## config.mk

```make
export PLATFORM = sky130hd
export DESIGN_NAME = pba_queue
export DESIGN_NICKNAME = d
export VERILOG_FILES = /design/src/rtl/pba_pkg.sv /design/src/rtl/pba_queue.sv
export SDC_FILE = /design/constraint.sdc
export NUM_CORES = 1
export LEC_CHECK = 0
export ABC_AREA = 1
export ABC_CLOCK_PERIOD_IN_PS = 3800
export BUFFER_PORTS_ARGS = -buffer_cell sky130_fd_sc_hd__clkbuf_2
export CAP_MARGIN = 10
export CORE_ASPECT_RATIO = 0.5
export CORE_MARGIN = 1.5
export CORE_UTILIZATION = 55
export CTS_CLUSTER_SIZE = 20
export DETAILED_ROUTE_END_ITERATION = 8
export PLACE_DENSITY = 0.83
export SLEW_MARGIN = 20
export SYNTH_ARGS = -nofsm -noshare
export SYNTH_HDL_FRONTEND = slang
export SYNTH_SLANG_ARGS = --single-unit
```

## constraint.sdc

```tcl
create_clock -name clk -period 3.8 [get_ports clk]
set_input_delay 0.38 -clock clk [delete_from_list [all_inputs] [get_ports clk]]
set_output_delay 0.38 -clock clk [all_outputs]
set_load 0.1 [all_outputs]
```

## src/rtl/pba_pkg.sv

```systemverilog
`timescale 1ns / 1ps
`default_nettype none
// ----------------------------------------------------------------------------
// pba_pkg: shared definitions of the page bitmap allocator
// Sizes, result codes, command codes and the queue entry that carries one
// classified request from the front end to the bitmap engine.
// ----------------------------------------------------------------------------
package pba_pkg;

	// geometry
	localparam int MAX_PAGES   = 4096;
	localparam int PAGE_BYTES  = 4096;
	localparam int WORD_BITS   = 64;
	localparam int NUM_WORDS   = (MAX_PAGES + WORD_BITS - 1) / WORD_BITS;
	localparam int PAGE_SHIFT  = $clog2(PAGE_BYTES);
	localparam int WORD_IDX_W  = $clog2(NUM_WORDS);
	localparam int BIT_IDX_W   = $clog2(WORD_BITS);
	localparam int PAGE_W      = $clog2(MAX_PAGES);
	localparam int RUN_W       = BIT_IDX_W + 1;

	// field widths
	localparam int CNT_W       = 13;
	localparam int ADDR_W      = 32;
	localparam int OUT_ADDR_W  = 24;
	localparam int STATUS_W    = 3;
	localparam int START_W     = ADDR_W - PAGE_SHIFT;

	// request queue
	localparam int QUEUE_DEPTH = 2;
	localparam int QPTR_W      = $clog2(QUEUE_DEPTH);
	localparam int QCNT_W      = $clog2(QUEUE_DEPTH + 1);

	// command codes
	localparam logic CMD_ALLOC = 1'b0;
	localparam logic CMD_FREE  = 1'b1;

	typedef enum logic [STATUS_W-1:0] {
		ST_DONE       = 3'd0,
		ST_NO_RUN     = 3'd1,
		ST_ZERO       = 3'd2,
		ST_MISALIGNED = 3'd3,
		ST_RANGE      = 3'd4
	} pba_status_t;

	// work for the engine
	typedef enum logic [1:0] {
		OP_RESULT = 2'd0,	// answer only, no bitmap access
		OP_ALLOC  = 2'd1,
		OP_FREE   = 2'd2
	} pba_op_t;

	typedef struct packed {
		pba_op_t             op;
		pba_status_t         status;
		logic [PAGE_W-1:0]   start;
		logic [CNT_W-1:0]    count;
	} pba_entry_t;

	typedef struct packed {
		logic full;
		logic empty;
	} pba_q_stat_t;

endpackage
`default_nettype wire

```

## src/rtl/pba_queue.sv

```systemverilog
`timescale 1ns / 1ps
`default_nettype none
// ----------------------------------------------------------------------------
// pba_queue: request queue
// Short FIFO of classified requests between the front end and the engine.
// ----------------------------------------------------------------------------
module pba_queue (
	input  wire                   clk,
	input  wire                   arst_n,
	input  wire                   push,
	input  pba_pkg::pba_entry_t   push_entry,
	input  wire                   pop,
	output pba_pkg::pba_entry_t   head,
	output pba_pkg::pba_q_stat_t  stat
);
	import pba_pkg::*;

	pba_entry_t        slot_q [QUEUE_DEPTH];
	logic [QPTR_W-1:0] wr_ptr_q;
	logic [QPTR_W-1:0] rd_ptr_q;
	logic [QCNT_W-1:0] fill_q;
	logic              do_push;
	logic              do_pop;

	assign stat.full  = fill_q == QCNT_W'(QUEUE_DEPTH);
	assign stat.empty = fill_q == '0;
	assign head       = slot_q[rd_ptr_q];
	assign do_push    = push && !stat.full;
	assign do_pop     = pop && !stat.empty;

	// pointers and fill level
	always_ff @(posedge clk or negedge arst_n) begin
		if (!arst_n) begin
			wr_ptr_q <= '0;
			rd_ptr_q <= '0;
			fill_q   <= '0;
		end else begin
			if (do_push) begin
				wr_ptr_q <= (wr_ptr_q == QPTR_W'(QUEUE_DEPTH - 1)) ? '0 : wr_ptr_q + 1'b1;
			end
			if (do_pop) begin
				rd_ptr_q <= (rd_ptr_q == QPTR_W'(QUEUE_DEPTH - 1)) ? '0 : rd_ptr_q + 1'b1;
			end
			if (do_push && !do_pop) begin
				fill_q <= fill_q + 1'b1;
			end else if (do_pop && !do_push) begin
				fill_q <= fill_q - 1'b1;
			end
		end
	end

	// entry storage
	always_ff @(posedge clk) begin
		if (do_push) begin
			slot_q[wr_ptr_q] <= push_entry;
		end
	end

endmodule
`default_nettype wire

```

**After elaboration in Yosys (flattened, before gate mapping)**

Memories as Yosys holds them, arrays and structs flattened.
Cells that the tools add are included.

- Register bits: 4
- Memory bits (writable): 60
- Input port bits: 34
- Output and inout bits: 32
- Word-level logic and storage cells: 25
- Memories kept: 1

Memories:

| name | depth | width | read ports | clocked after Yosys merged registers in | write ports | line | text |
|---|---|---|---|---|---|---|---|
| slot_q | 2 | 30 | 1 | 0 | 1 | pba_queue.sv:18 | `pba_entry_t slot_q [QUEUE_DEPTH];` |

- $add $sub $neg: 4
- Equality and inequality tests: 1
- Multiplexer cells: 6
- Reductions and logical operators: 10

Operators by type and width:

| kind | number |
|---|---|
| $logic_and 1x1->1 | 4 |
| $logic_not 1->1 | 4 |
| $mux 1 | 4 |
| $mux 2 | 2 |
| $add 1x1->1 const B | 2 |
| $add 2x1->2 const B | 1 |
| $eq 2x2->1 const B | 1 |
| $logic_not 2->1 | 1 |
| $reduce_bool 2->1 | 1 |
| $sub 2x1->2 const B | 1 |

**Logic depth before layout (Yosys ltp)**

- Depth in word-level cells: 7
- Mapped depth: 9
- Gate-level depth less buffers: 9

**Least setup slack after synthesis**

No wires, ideal clock.

- Path type: reg2reg
- From: reg fill_q[1]
- To: mem slot_q[1][0] (netlist name) (enable)
- Library setup time: 0.417 ns
- Data arrival time: 1.859 ns
- Data required time: 3.383 ns
- Path slack: 1.524 ns
- Cell stages (with the launch flop): 4
- Buffers on the path: 0
- Clock period less this slack: 2.276 ns
- Cell sequence: dfrtp_1 > inv_1 > o21ai_0 > nor2_1

- Word-level cells in the longest chain between the ends: 5

RTL lines:

| item | line | text |
|---|---|---|
| start: declaration | pba_queue.sv:21 | `logic [QCNT_W-1:0] fill_q;` |
| start signal: assignment | pba_queue.sv:45 | `fill_q <= fill_q + 1'b1;` |
| start signal: assignment | pba_queue.sv:47 | `fill_q <= fill_q - 1'b1;` |
| $eq 2x2->1 | pba_queue.sv:25 | `assign stat.full = fill_q == QCNT_W'(QUEUE_DEPTH);` |
| $logic_not 1->1 | pba_queue.sv:28 | `assign do_push = push && !stat.full;` |
| $logic_and 1x1->1 | pba_queue.sv:28 |  |
| $mux 1 | pba_queue.sv:54 | `if (do_push) begin` |
| $mux 1 (implied by the code) | pba_queue.sv:55 | `slot_q[wr_ptr_q] <= push_entry;` |
| end: declaration | pba_queue.sv:18 |  |

Every way passes these cells.

==> qor.yml <==
multiInputGateArea_um2: 444
coreArea_um2: 4040
die_y_um: 49.7
cts_buffer_depth: 2
wl_per_cell_um: 12.4
synth_area_per_cell_um2: 12.8
hpwlAfterDp_mm: 2.60
grt_pass1_vias: 1490
grt_pass1_wl_mm: 6.22
routed_wl_mm: 3.95
fillers: 284
finalMaxSlewViolations: 0
synth-seq-area-share_pct: 79.1
worst_ep_required_time_ps: 3420
yosysTopAreaCell: "edfxtp_1"
setup_viol: 0
fin_skew_ps: 2.76
cts_tree: "yes"
nets: 296
fmax_ghz: 0.460
synth_area_um2: 2400
grt_start_max_net_pins: 32
grt.total_usage_pct: 18.3
cts_setup_buffers: 0
synth_area_leaders: "edfxtp_1 75%, nand2_1 15%, dfrtp_1 4.2%, buf_2 1.2%, inv_1 1.1%"
synth_top_area_share_pct: 75.0
critical_path_arrival_ps: 1790
cp-start-kind: "flop"
syn_inst: 188
status: "complete, no violations"
relSlewSlack_pct: 56.7
rsz0062_at_grt: "no"
fin_tns_setup_ps: 0
r2r_cells: 4
initial_utilization_pct: 59.4
fp.dieW_um: 96.5
critical_path_class: "reg -> out"
via_count: 1502
ys_ff_latch: 64
cap_violations: 0
gp_congestion: 0.918
cts_max_level: 3
area_delta_synth_final_pct: 22.5
min_path_type: "in -> reg"
top_usage_layer: "met2"
portBuffers: 65
met2_usage_pct: 32.4
clk_latency_ps: 320
die_area_um2: 4800
routed_via_density: 4.72
hold-path-cell-count: 1
drt_iter0_markers: 43
first_pass_iters: 4
final_hold_viol_count: 0
syn-num-nets: 223
cp_max_fo: 31
ff_latch_area_um2: 1900
grt_antenna_before_repair: 0
clkSinkCount: 64
drive_gt1_share_pct: 32.2
ys_warn_count: 0
crit_path_end_kind: "primary output"
drc: 0
diodes: 0
ant_nets: 0
grtUsageMet1_pct: 19.8
io-pin-count: 66
cts_root_buffer: "clkbuf_8"
period_share_pct: 57.2
gr-usage-met3_pct: 5.86
numCtsBuffers: 9
rows: 16
clkTransAtPathRegs_ps: 60
synth.distinct_cells: 14
worst_pin_slew_ps: 649
grt-ovfl-total: 0
min_period_ps: 2170
[cell usage in the layout, fill, tap and decap left out]
master	n
clkinv_2	3
nand2_1	99
clkinvlp_4	1
inv_1	6
nand3b_1	1
clkbuf_8	9
nor2_1	1
inv_2	2
buf_4	2
nor2_2	3
dfrtp_1	4
edfxtp_1	60
nand3_1	1
xnor2_1	1
clkbuf_2	65
dlygate4sd3_1	1
ha_1	1
nand4_1	1
o21ai_0	2
clkinv_1	1
[path summary, 6_finish.rpt]
check,start,to,slack (ps)
max,rd_ptr_q$_DFFE_PN0P_,head[12],1630
min,push_entry[8],slot_q[1][8]$_DFFE_PP_,250
min in group asynchronous,arst_n,fill_q[0]$_DFFE_PN0P_,410
max reg2reg,fill_q[1]$_DFFE_PN0P_,slot_q[1][6]$_DFFE_PP_,1920
max in group asynchronous,arst_n,wr_ptr_q$_DFFE_PN0P_,3260
min reg2reg,wr_ptr_q$_DFFE_PN0P_,wr_ptr_q$_DFFE_PN0P_,500
[state kept, by name, indices dropped and copies added, names as in the netlist]
signal	cells
wr_ptr_q	1
fill_q	2
rd_ptr_q	1
slot_q	60
[per-stage QoR]
step	setup WS [ps]	std cells	utilization [%]	area, um2	hold WS [ps]
floorplan	1520	188	-	2400	84.4
global placement	1880	303	68.8	2780	192
detailed placement	1770	303	68.8	2780	198
CTS	1610	318	72.8	2940	230
global route	1510	318	72.8	2940	238
finish	1630	318	72.8	2940	246
[cells in the mapped netlist]
cell	n
o21ai_0	2
nand3_1	1
ha_1	1
nor2_2	2
nand4_1	1
inv_1	7
xnor2_1	1
dfrtp_1	4
inv_2	1
nand3b_1	1
nor2_1	2
buf_2	6
nand2_1	99
edfxtp_1	60
[timing repair]
action	CTS	global route
hold buffers	1	0
hold endpoints to repair	4	0
resized for setup	0	0
[worst max-delay path, stage by stage (launching register included)]
cell and delay [ps]:
dfrtp_1 390, inv_2 400, nand2_1 120, nand2_1 100
clkbuf_2 450
[cell families after synthesis]
group | count (synthesis) | share of synthesized area (%)
xor+xnor | 1 | 0.364
flops | 64 | 79.1
buf+inv | 14 | 2.50
simple gates | 106 | 17.1
compound gates | 2 | 0.416
fa+ha+maj | 1 | 0.520
[layer usage]
layer | vias up | part of all wire, %
met3 | 4 | 5.4
li1 | 765 | -
met4 | 0 | 0.76
met1 | 694 | 43
met5 | - | 0
met2 | 39 | 50
[cell type report]
| cell class | instances | area share, % |
|---|---|---|
| inverter | 8 | 1.02 |
| sequential | 64 | 64.6 |
| clock inverter | 5 | 0.892 |
| clock buffer | 9 | 4.21 |
| timing repair buffer | 68 | 11.9 |
| tap | 54 | 2.29 |
| multi-input combinational | 110 | 15.1 |
Power is not shown: default switching activity piles up to over one toggle a cycle in this logic, so the estimate is an artifact.
