$ cat src/rtl/pba_pkg.sv
`timescale 1ns / 1ps
`default_nettype none
// ----------------------------------------------------------------------------
// pba_pkg: shared definitions of the page bitmap allocator
// Sizes, result codes, command codes and the queue entry that carries one
// classified request from the front end to the bitmap engine.
// ----------------------------------------------------------------------------
package pba_pkg;

	// geometry
	localparam int MAX_PAGES   = 4096;
	localparam int PAGE_BYTES  = 4096;
	localparam int WORD_BITS   = 64;
	localparam int NUM_WORDS   = (MAX_PAGES + WORD_BITS - 1) / WORD_BITS;
	localparam int PAGE_SHIFT  = $clog2(PAGE_BYTES);
	localparam int WORD_IDX_W  = $clog2(NUM_WORDS);
	localparam int BIT_IDX_W   = $clog2(WORD_BITS);
	localparam int PAGE_W      = $clog2(MAX_PAGES);
	localparam int RUN_W       = BIT_IDX_W + 1;

	// field widths
	localparam int CNT_W       = 13;
	localparam int ADDR_W      = 32;
	localparam int OUT_ADDR_W  = 24;
	localparam int STATUS_W    = 3;
	localparam int START_W     = ADDR_W - PAGE_SHIFT;

	// request queue
	localparam int QUEUE_DEPTH = 2;
	localparam int QPTR_W      = $clog2(QUEUE_DEPTH);
	localparam int QCNT_W      = $clog2(QUEUE_DEPTH + 1);

	// command codes
	localparam logic CMD_ALLOC = 1'b0;
	localparam logic CMD_FREE  = 1'b1;

	typedef enum logic [STATUS_W-1:0] {
		ST_DONE       = 3'd0,
		ST_NO_RUN     = 3'd1,
		ST_ZERO       = 3'd2,
		ST_MISALIGNED = 3'd3,
		ST_RANGE      = 3'd4
	} pba_status_t;

	// work for the engine
	typedef enum logic [1:0] {
		OP_RESULT = 2'd0,	// answer only, no bitmap access
		OP_ALLOC  = 2'd1,
		OP_FREE   = 2'd2
	} pba_op_t;

	typedef struct packed {
		pba_op_t             op;
		pba_status_t         status;
		logic [PAGE_W-1:0]   start;
		logic [CNT_W-1:0]    count;
	} pba_entry_t;

	typedef struct packed {
		logic full;
		logic empty;
	} pba_q_stat_t;

endpackage
`default_nettype wire

$ cat src/rtl/pba_front.sv
`timescale 1ns / 1ps
`default_nettype none
// ----------------------------------------------------------------------------
// pba_front: request front end
// Holds the total_pages register, accepts request beats and classifies them:
// rejected and trivial requests become answer-only entries, the rest become
// allocate or free jobs for the bitmap engine.
// ----------------------------------------------------------------------------
module pba_front (
	input  wire                          clk,
	input  wire                          arst_n,
	// configuration
	input  wire                          cfg_valid,
	output logic                         cfg_ready,
	input  wire  [pba_pkg::CNT_W-1:0]    total_pages,
	// request channel
	input  wire                          in_valid,
	output logic                         in_stall,
	input  wire                          command,
	input  wire  [pba_pkg::CNT_W-1:0]    page_count,
	input  wire  [pba_pkg::ADDR_W-1:0]   address,
	// queue side
	input  pba_pkg::pba_q_stat_t         q_stat,
	output logic                         q_push,
	output pba_pkg::pba_entry_t          q_entry,
	output logic [pba_pkg::CNT_W-1:0]    eff_pages
);
	import pba_pkg::*;

	logic [CNT_W-1:0]   total_pages_q;
	logic [START_W-1:0] start_page;
	logic [START_W:0]   end_sum;
	logic               misaligned;
	logic               out_of_range;

	// config register, taken at any time
	assign cfg_ready = 1'b1;

	always_ff @(posedge clk or negedge arst_n) begin
		if (!arst_n) begin
			total_pages_q <= CNT_W'(MAX_PAGES);
		end else if (cfg_valid && cfg_ready) begin
			total_pages_q <= total_pages;
		end
	end

	// clamp to the tracked size
	assign eff_pages = (total_pages_q > CNT_W'(MAX_PAGES)) ? CNT_W'(MAX_PAGES)
	                                                        : total_pages_q;

	// handshake
	assign in_stall = q_stat.full;
	assign q_push   = in_valid && !in_stall;

	// free checks
	assign start_page   = address[ADDR_W-1:PAGE_SHIFT];
	assign end_sum      = {1'b0, start_page} + (START_W+1)'(page_count);
	assign misaligned   = address[PAGE_SHIFT-1:0] != '0;
	assign out_of_range = end_sum > (START_W+1)'(eff_pages);

	// classify the beat
	always_comb begin
		q_entry.op     = OP_RESULT;
		q_entry.status = ST_DONE;
		q_entry.start  = start_page[PAGE_W-1:0];
		q_entry.count  = page_count;
		if (command == CMD_ALLOC) begin
			if (page_count == '0) begin
				q_entry.status = ST_ZERO;
			end else if (page_count > CNT_W'(WORD_BITS)) begin
				// a run never spans two words
				q_entry.status = ST_NO_RUN;
			end else begin
				q_entry.op = OP_ALLOC;
			end
		end else begin
			if (misaligned) begin
				q_entry.status = ST_MISALIGNED;
			end else if (out_of_range) begin
				q_entry.status = ST_RANGE;
			end else if (page_count != '0) begin
				q_entry.op = OP_FREE;
			end
		end
	end

endmodule
`default_nettype wire

$ cat config.mk
export PLATFORM = sky130hd
export DESIGN_NAME = pba_front
export DESIGN_NICKNAME = d
export VERILOG_FILES = /design/src/rtl/pba_pkg.sv /design/src/rtl/pba_front.sv
export SDC_FILE = /design/constraint.sdc
export NUM_CORES = 1
export LEC_CHECK = 0
export BUFFER_PORTS_ARGS = -buffer_cell sky130_fd_sc_hd__buf_2
export CORE_MARGIN = 4
export CORE_UTILIZATION = 40
export CTS_BUF_LIST = sky130_fd_sc_hd__clkbuf_8
export DETAILED_ROUTE_END_ITERATION = 8
export PLACE_DENSITY_LB_ADDON = 0.05
export SYNTH_ARGS = -nofsm -noshare
export SYNTH_HDL_FRONTEND = slang
export SYNTH_SLANG_ARGS = --single-unit
export TNS_END_PERCENT = 10
$ cat constraint.sdc
create_clock -name clk -period 6.1 [get_ports clk]
set_clock_uncertainty 0.1 [all_clocks]
set_input_delay 0.305 -clock clk [delete_from_list [all_inputs] [get_ports clk]]
set_output_delay 0.305 -clock clk [all_outputs]
set_load 0.1 [all_outputs]
Yosys cells after proc, flatten, opt, wreduce, memory -nomap -nowiden

Index checks and enable logic that the tools add are counted.

Bits in registers: 13
Bits of input ports: 65
Output and inout bits: 46

$add $sub $neg: 1
$lt $le $gt $ge: 3
Multiplexer cells: 11
Reduce and logical (&&, ||, !) cells: 5

Operators by type and width:

| kind                                                                  | count |
|---|---|
| 20-bit by 13-bit adder with 21-bit output                             | 1 |
| 21-bit by 13-bit > comparator with 1-bit output                       | 1 |
| 13-bit > comparator, second input constant                            | 1 |
| 13-bit by 7-bit > comparator with 1-bit output, second input constant | 1 |
| 13-bit zero test                                                      | 1 |
| 13-bit two-way mux                                                    | 1 |
| 13-bit nonzero test                                                   | 1 |
| 12-bit nonzero test                                                   | 1 |
| 2-bit two-way mux                                                     | 5 |
| 3-bit two-way mux                                                     | 2 |
| 5-bit two-way mux                                                     | 1 |
| 1-bit two-way mux                                                     | 2 |
| 1-bit logical AND                                                     | 1 |
| 1-bit zero test                                                       | 1 |

Depth between registers and ports, before layout

Gate-level depths: netlist (run 1).

Depth in word-level cells: 6
Depth in mapped cells: 16
Gate-level depth less buffers: 16

Least setup slack after synthesis (run 1)

OpenSTA, ideal clock, no wires.

Kind: register to output
From: reg total_pages_q[12]
To: out q_entry[27] in the netlist's numbering
Data arrival time: 4265 ps
Path slack: 1430 ps
Stages on the path, launching flop included: 9
Buffers on the path: 0
Path through: dfstp_2 nor2b_1 ha_1 nand3_1 nor4_2 a21oi_1 a211o_1 nor3_1 a31oi_1

RTL lines:

| item                     | RTL line        | text |
|---|---|---|
| start: declaration       | pba_front.sv:30 | `logic [CNT_W-1:0] total_pages_q;` |
| start signal: assignment | pba_front.sv:41 | `total_pages_q <= CNT_W'(MAX_PAGES);` |
| start signal: assignment | pba_front.sv:43 | `total_pages_q <= total_pages;` |
| end: declaration         | pba_front.sv:25 | `output pba_pkg::pba_entry_t q_entry,` |

==> impl_results.md, run 1 <==
* CP startpoint kind: input pin
* DIE AREA at 6240 um2
* Top flop regs: total_pages_q (13)
* Syn Inst Count at 259
* Period utilization at 72.9%
* Max incr delay on CP at 0.47 ns
* HP Class: in -> reg
* Post-synthesis register bit count at 13
* Post-CTS Hold Buffers at 1
* Crit-path cells: buf_2, ha_1, inv_1, fa_1, nor2b_1, o31a_1, o21ai_0, a31o_2, o311ai_0, ha_1, a21oi_1, a21oi_1, a211o_1, nor3_1, and4_1, buf_2
* Bufs on Longest Clock Path at 2
* TritonCTS Sinks at 13
* Most common cell after layout, fill and taps aside: buf_2
* Slowest CP cell: o311ai_0
* Cell family with most CP delay: compound AO/OA/AOI/OAI gates
* Layout cells sized above 1 at 38.3%
* Drt wl/cell at 12.8 um
* Post-CTS Repair Setup Buffers at 0
* DR iter-0 viols at 98
* # placed instances at 404
* Fin cells at 409
* DRT Wirelength at 5.24 mm
* Core area at 4790 um2
* Final net count at 435
* Routed Antenna Nets at 0
* Bufs and invs on worst path at 3
* Setup Viol. Count Final at 0
* Slew headroom at 64.1%
* Final Hold Viols at 0
* Final Max Slew Viols at 0
* I/O Buffers at 108
* Synthesis-to-layout area growth at 23.1%
* Root buffer cell: clkbuf_8
* Syn Nets at 351
* Status: finished clean
* Pin count of the biggest net entering global routing at 15
* Syn Area/Cell at 7.78 um2
* TritonCTS Buffers at 3
* Diodes inserted at 0
* VDD IR max at 0.153 mV
* Synth Flop Type: dfrtp_1
* GP Congestion at 0.832
* Total power at 0.522 mW
* Via count at 2090
* First-pass GRT wire length at 8.49 mm
* Ports at 111
* Number of antenna violations at the first check in global routing at 0
* Yosys cell types at 47
* Slew @ Worst Pin at 0.532 ns
* Asr flop ratio synth at 100%
* Row Count at 25
* Clk_lat worst skew at 0.25 ns
* H-tree levels at 1
* GRT overflow at 0
* Final min period at 4.45 ns
* CTS tree: done
* Most frequent cells in the layout: buf_2, nand2_1, ha_1
* Post-synth EDFFs at 0
* Largest Register: total_pages_q
* TritonRoute pass-1 iters at 4
* DPL Wire Length at 4.55 mm
* Peak Freq at 0.225 GHz
* Kind of critical path: in -> out
* Setup TNS at 0 ns
* Die W at 79.0 um
* Max_cap viols at 0
* WP data arrival at 4.04 ns
* DR DRC count at 0
* Overall routing resource usage at 16.6%
* Netlist Area Pre-Place at 2010 um2
* Initial core utilization at 42.1%
* Seq/Total Area, Yosys at 16.2%
* Req. time, crit path at 5.69 ns
* CP max FO at 4
* Vias in the first global route at 1904
* Max reg flops at 13
* Yosys Warn Count at 0
* Post-CTS sizing at 0
* Reg clk slew, reported paths at 0.05 ns
* PD cells at 211 nW/um2
* Leakage Power at 1.30 nW
* Worst Setup End Kind: output port
* Die Ht at 79.0 um
* RSZ-0062 raised after global routing: no
* Via-per-instance ratio at 5.11
## power by group
group / total, mW / switching [mW] / internal, mW
logic: 0.347 / 0.249 / 0.0983
clock network: 0.0754 / 0.0309 / 0.0445
registers: 0.0998 / 0.00441 / 0.0954
total: 0.522 / 0.284 / 0.238
## layout make-up
class                   instances  area (um2)
flip-flops and latches         13         327
clock inverters                 1        3.75
fillers                       518        2310
clock buffers                   3        41.3
multi-input cells             196        1400
repair buffers                109         551
well taps                      67        83.8
inverters                      20        75.1
## cells in the mapped netlist (3+ instances only)
cell	number	share of area (%)
or2_2	3	0.93
o21bai_1	4	1.5
a211oi_1	6	2.2
mux2_2	12	6.7
ha_1	26	16
nand3_1	8	2.0
a21o_1	3	1.1
buf_4	27	10
o21ai_0	15	3.7
a21oi_1	14	3.5
nor4_1	5	1.6
o211ai_1	3	1.1
inv_1	19	3.5
nand2_1	26	4.8
o21a_1	3	1.1
nand4_1	3	0.93
dfrtp_1	12	15
nor2_1	16	3.0
clkbuf_1	3	0.56
nor2b_1	4	1.2
nor3_1	6	1.5
xnor2_1	7	3.0
## metrics by stage
stage               hold WS [ns]  instance area (um2)  utilization [%]  worst slack (ns)
floorplan                -0.0906                 2010                -              1.43
global placement           0.104                 2420             50.7              1.70
detailed placement         0.106                 2420             50.7              1.60
CTS                        0.172                 2480             51.8              1.58
global route               0.176                 2480             51.8              1.38
finish                     0.174                 2480             51.8              1.65
## worst paths after layout
| path | start | endpoint | slack (ns) | depth (start not counted) |
|---|---|---|---|---|
| worst min-delay path | total_pages[12] | total_pages_q[12]$_DFFE_PN1P_ | 0.17 | 3 |
| min in group asynchronous | arst_n | total_pages_q[0]$_DFFE_PN0P_ | 0.38 | 2 |
| worst max-delay path | page_count[0] | q_entry[29] | 1.65 | 16 |
| worst min register to register | total_pages_q[2]$_DFFE_PN0P_ | total_pages_q[2]$_DFFE_PN0P_ | 0.40 | 1 |
| max in group asynchronous | arst_n | total_pages_q[12]$_DFFE_PN1P_ | 5.25 | 2 |
| worst max register to register | total_pages_q[12]$_DFFE_PN1P_ | total_pages_q[12]$_DFFE_PN1P_ | 4.96 | 2 |
## tightest hold or removal path, stage by stage
cell,delay (ns)
buf_2,0.08
nand2_1,0.04
o21ai_0,0.06
## layer usage
metal  global-route usage [%]  vias to the layer above  wire length [um]
met5                        0                        -                 0
met2                     27.6                       67              2400
li1                         -                     1075                 -
met1                     22.1                      943              2390
met3                     3.63                        5               397
met4                     3.09                        0                46
## cells by family (layout without fill, tap and decap cells)
logic type	Yosys count	count (layout)	synth area share [%]
and+or+nand+nor	82	82	20.2
DFF	13	13	16.2
buffers and inverters	50	133	14.3
adders and majority gates	27	27	17.1
muxes	13	13	7.21
AOI/OAI and AO/OA	64	64	20.7
xor gates and xnor gates	9	9	3.91
other	1	1	0.186
Power figures use the tool's default switching activity.
==> run 2, diff against run 1 <==
Settings changed: ABC_AREA from default to 1.
Clock period 6.1 ns to 4.6 ns, I/O delays scaled along.
==> impl_results.md, run 2 <==
* Root buffer cell: clkbuf_8
* DR DRC count at 0
* DIE AREA at 7100 um2
* Most frequent cells in the layout: buf_2, nand2_1, inv_1
* Asr flop ratio synth at 100%
* Post-CTS Repair Setup Buffers at 0
* Netlist Area Pre-Place at 2330 um2
* Most common cell after layout, fill and taps aside: buf_2
* Via-per-instance ratio at 4.52
* PD cells at 253 nW/um2
* Row Count at 27
* R2r startpoint: total_pages_q[12]$_DFFE_PN1P_
* I/O Buffers at 108
* GRT overflow at 0
* Top flop regs: total_pages_q (13)
* Leakage Power at 1.68 nW
* Setup Viol. Count Final at 0
* Synthesis-to-layout area growth at 21.4%
* H-tree levels at 1
* CP max FO at 10
* Period utilization at 81.3%
* Kind of critical path: reg -> out
* DRT Wirelength at 5.79 mm
* Setup TNS at 0 ns
* DR iter-0 viols at 54
* Ports at 111
* Worst Setup End Kind: output port
* CP startpoint kind: flip-flop
* TritonCTS Sinks at 13
* Yosys top cell by area: nand2_1
* Final min period at 3.74 ns
* Bufs on Longest Clock Path at 2
* Routed Antenna Nets at 0
* Synth Flop Type: dfrtp_1
* Post-synthesis register bit count at 13
* Final net count at 563
* Initial core utilization at 41.7%
* Reg clk slew, reported paths at 0.05 ns
* WHS at 0.0908 ns
* Synth cell count leaders: nand2_1, inv_1, nor2_1
* Peak Freq at 0.267 GHz
* HP Class: in -> reg
* R2R cell count at 2
* Number of antenna violations at the first check in global routing at 0
* Hold Path End: total_pages_q[9]$_DFFE_PN0P_
* Post-CTS sizing at 0
* Max_cap viols at 0
* Vias in the first global route at 2281
* Drt wl/cell at 10.7 um
* First-pass GRT wire length at 9.99 mm
* Clk_lat worst skew at 0.24 ns
* Synth top area cells: nand2_1, ha_1, dfrtp_1, inv_1, buf_4
* RSZ-0062 raised after global routing: no
* Seq/Total Area, Yosys at 14.0%
* Core area at 5570 um2
* Max reg flops at 13
* FF-to-FF End: total_pages_q[12]$_DFFE_PN1P_
* Post-CTS Hold Buffers at 1
* Largest Register: total_pages_q
* Synth top area share at 17.3%
* Syn Area/Cell at 6.01 um2
* TritonCTS Buffers at 3
* Count leader, synth: nand2_1
* Req. time, crit path at 4.27 ns
* R2R Setup Slk at 3.64 ns
* Pin count of the biggest net entering global routing at 27
* DPL Wire Length at 5.18 mm
* Die Ht at 84.3 um
* Die W at 84.3 um
* Status: finished clean
* Yosys Warn Count at 0
* WP data arrival at 3.41 ns
* Final Max Slew Viols at 0
* Post-synth EDFFs at 0
* Layout cells sized above 1 at 30.2%
* Syn Nets at 479
* Syn Inst Count at 387
* VDD IR max at 0.172 mV
* TritonRoute pass-1 iters at 4
* Overall routing resource usage at 16.3%
* Worst hold start: total_pages[9]
* Diodes inserted at 0
* CTS tree: done
* Yosys cell types at 34
* Final Hold Viols at 0
* Worst setup path startpoint: total_pages_q[1]$_DFFE_PN0P_
* GP Congestion at 0.820
* Hold path depth at 3
* Via count at 2449
-- run 2: cell type report --
type	instances	area (um2)
Tap cell	72	90.1
Timing Repair Buffer	109	551
Multi-Input combinational cell	270	1530
Clock buffer	3	41.3
Clock inverter	1	3.75
Inverter	74	278
Sequential cell	13	327
Fill cell	629	2750
-- run 2: routing by layer --
metal	vias to the layer above	share of wire [%]	global-route usage, %
met5	-	0	0
met4	0	0.81	2.49
met3	5	7.4	2.65
met2	71	43	26.8
met1	1028	49	22.8
li1	1345	-	-
-- run 2: metrics by stage --
stage	setup WS (ns)	cell area, um2	power [mW]	util, %	cells
after floorplan	-0.146	2350	0.532	-	387
after global placement	1.07	2770	0.616	49.7	537
after detailed placement	1.04	2770	0.620	49.7	537
after CTS	0.799	2820	0.722	50.6	542
after global routing	0.477	2820	0.779	50.6	542
final	0.858	2820	0.714	50.6	542
-- run 2: critical path, cell delays in order (launching register included) --
cell	delay, ns
dfrtp_1	0.35
inv_1	0.10
nand4_1	0.11
o31ai_1	0.26
clkinv_1	0.37
nor2_2	0.21
inv_1	0.07
ha_1	0.29
nand2_1	0.07
nor2_1	0.16
nand2_1	0.08
nand3_1	0.08
nand2_1	0.05
nand2_1	0.05
nand2_1	0.05
nand2_1	0.05
nand2_1	0.04
nand2_1	0.05
nand2_1	0.07
nand2_1	0.10
nor2_1	0.06
nor2_1	0.07
buf_2	0.42
-- run 2: logic make-up (layout without fill, tap and decap cells) --
kind of cell / after synthesis / in the layout / share of synthesized area [%]
compound gates: 40 / 40 / 9.63
xor+xnor: 11 / 11 / 4.14
fa+ha+maj: 27 / 27 / 14.8
buf+inv: 104 / 187 / 21.1
flops: 13 / 13 / 14.0
other cells: 1 / 1 / 0.161
simple gates: 191 / 191 / 36.0
-- run 2: how the worst max path moves through the flow --
stage / to / slack, ns
3_3_place_gp: q_entry[29] / 1.07
6_report: q_entry[27] / 0.86
3_5_place_dp: q_entry[29] / 1.04
4_1_cts: q_entry[27] / 0.80
2_1_floorplan: q_entry[27] / -0.15
5_1_grt: q_entry[27] / 0.48
-- run 2: where the power goes --
part	internal (mW)	switching (mW)	leakage, nW
Sequential	0.125	0.00344	0.156
Combinational	0.129	0.357	1.50
Clock	0.0589	0.0405	0.0269
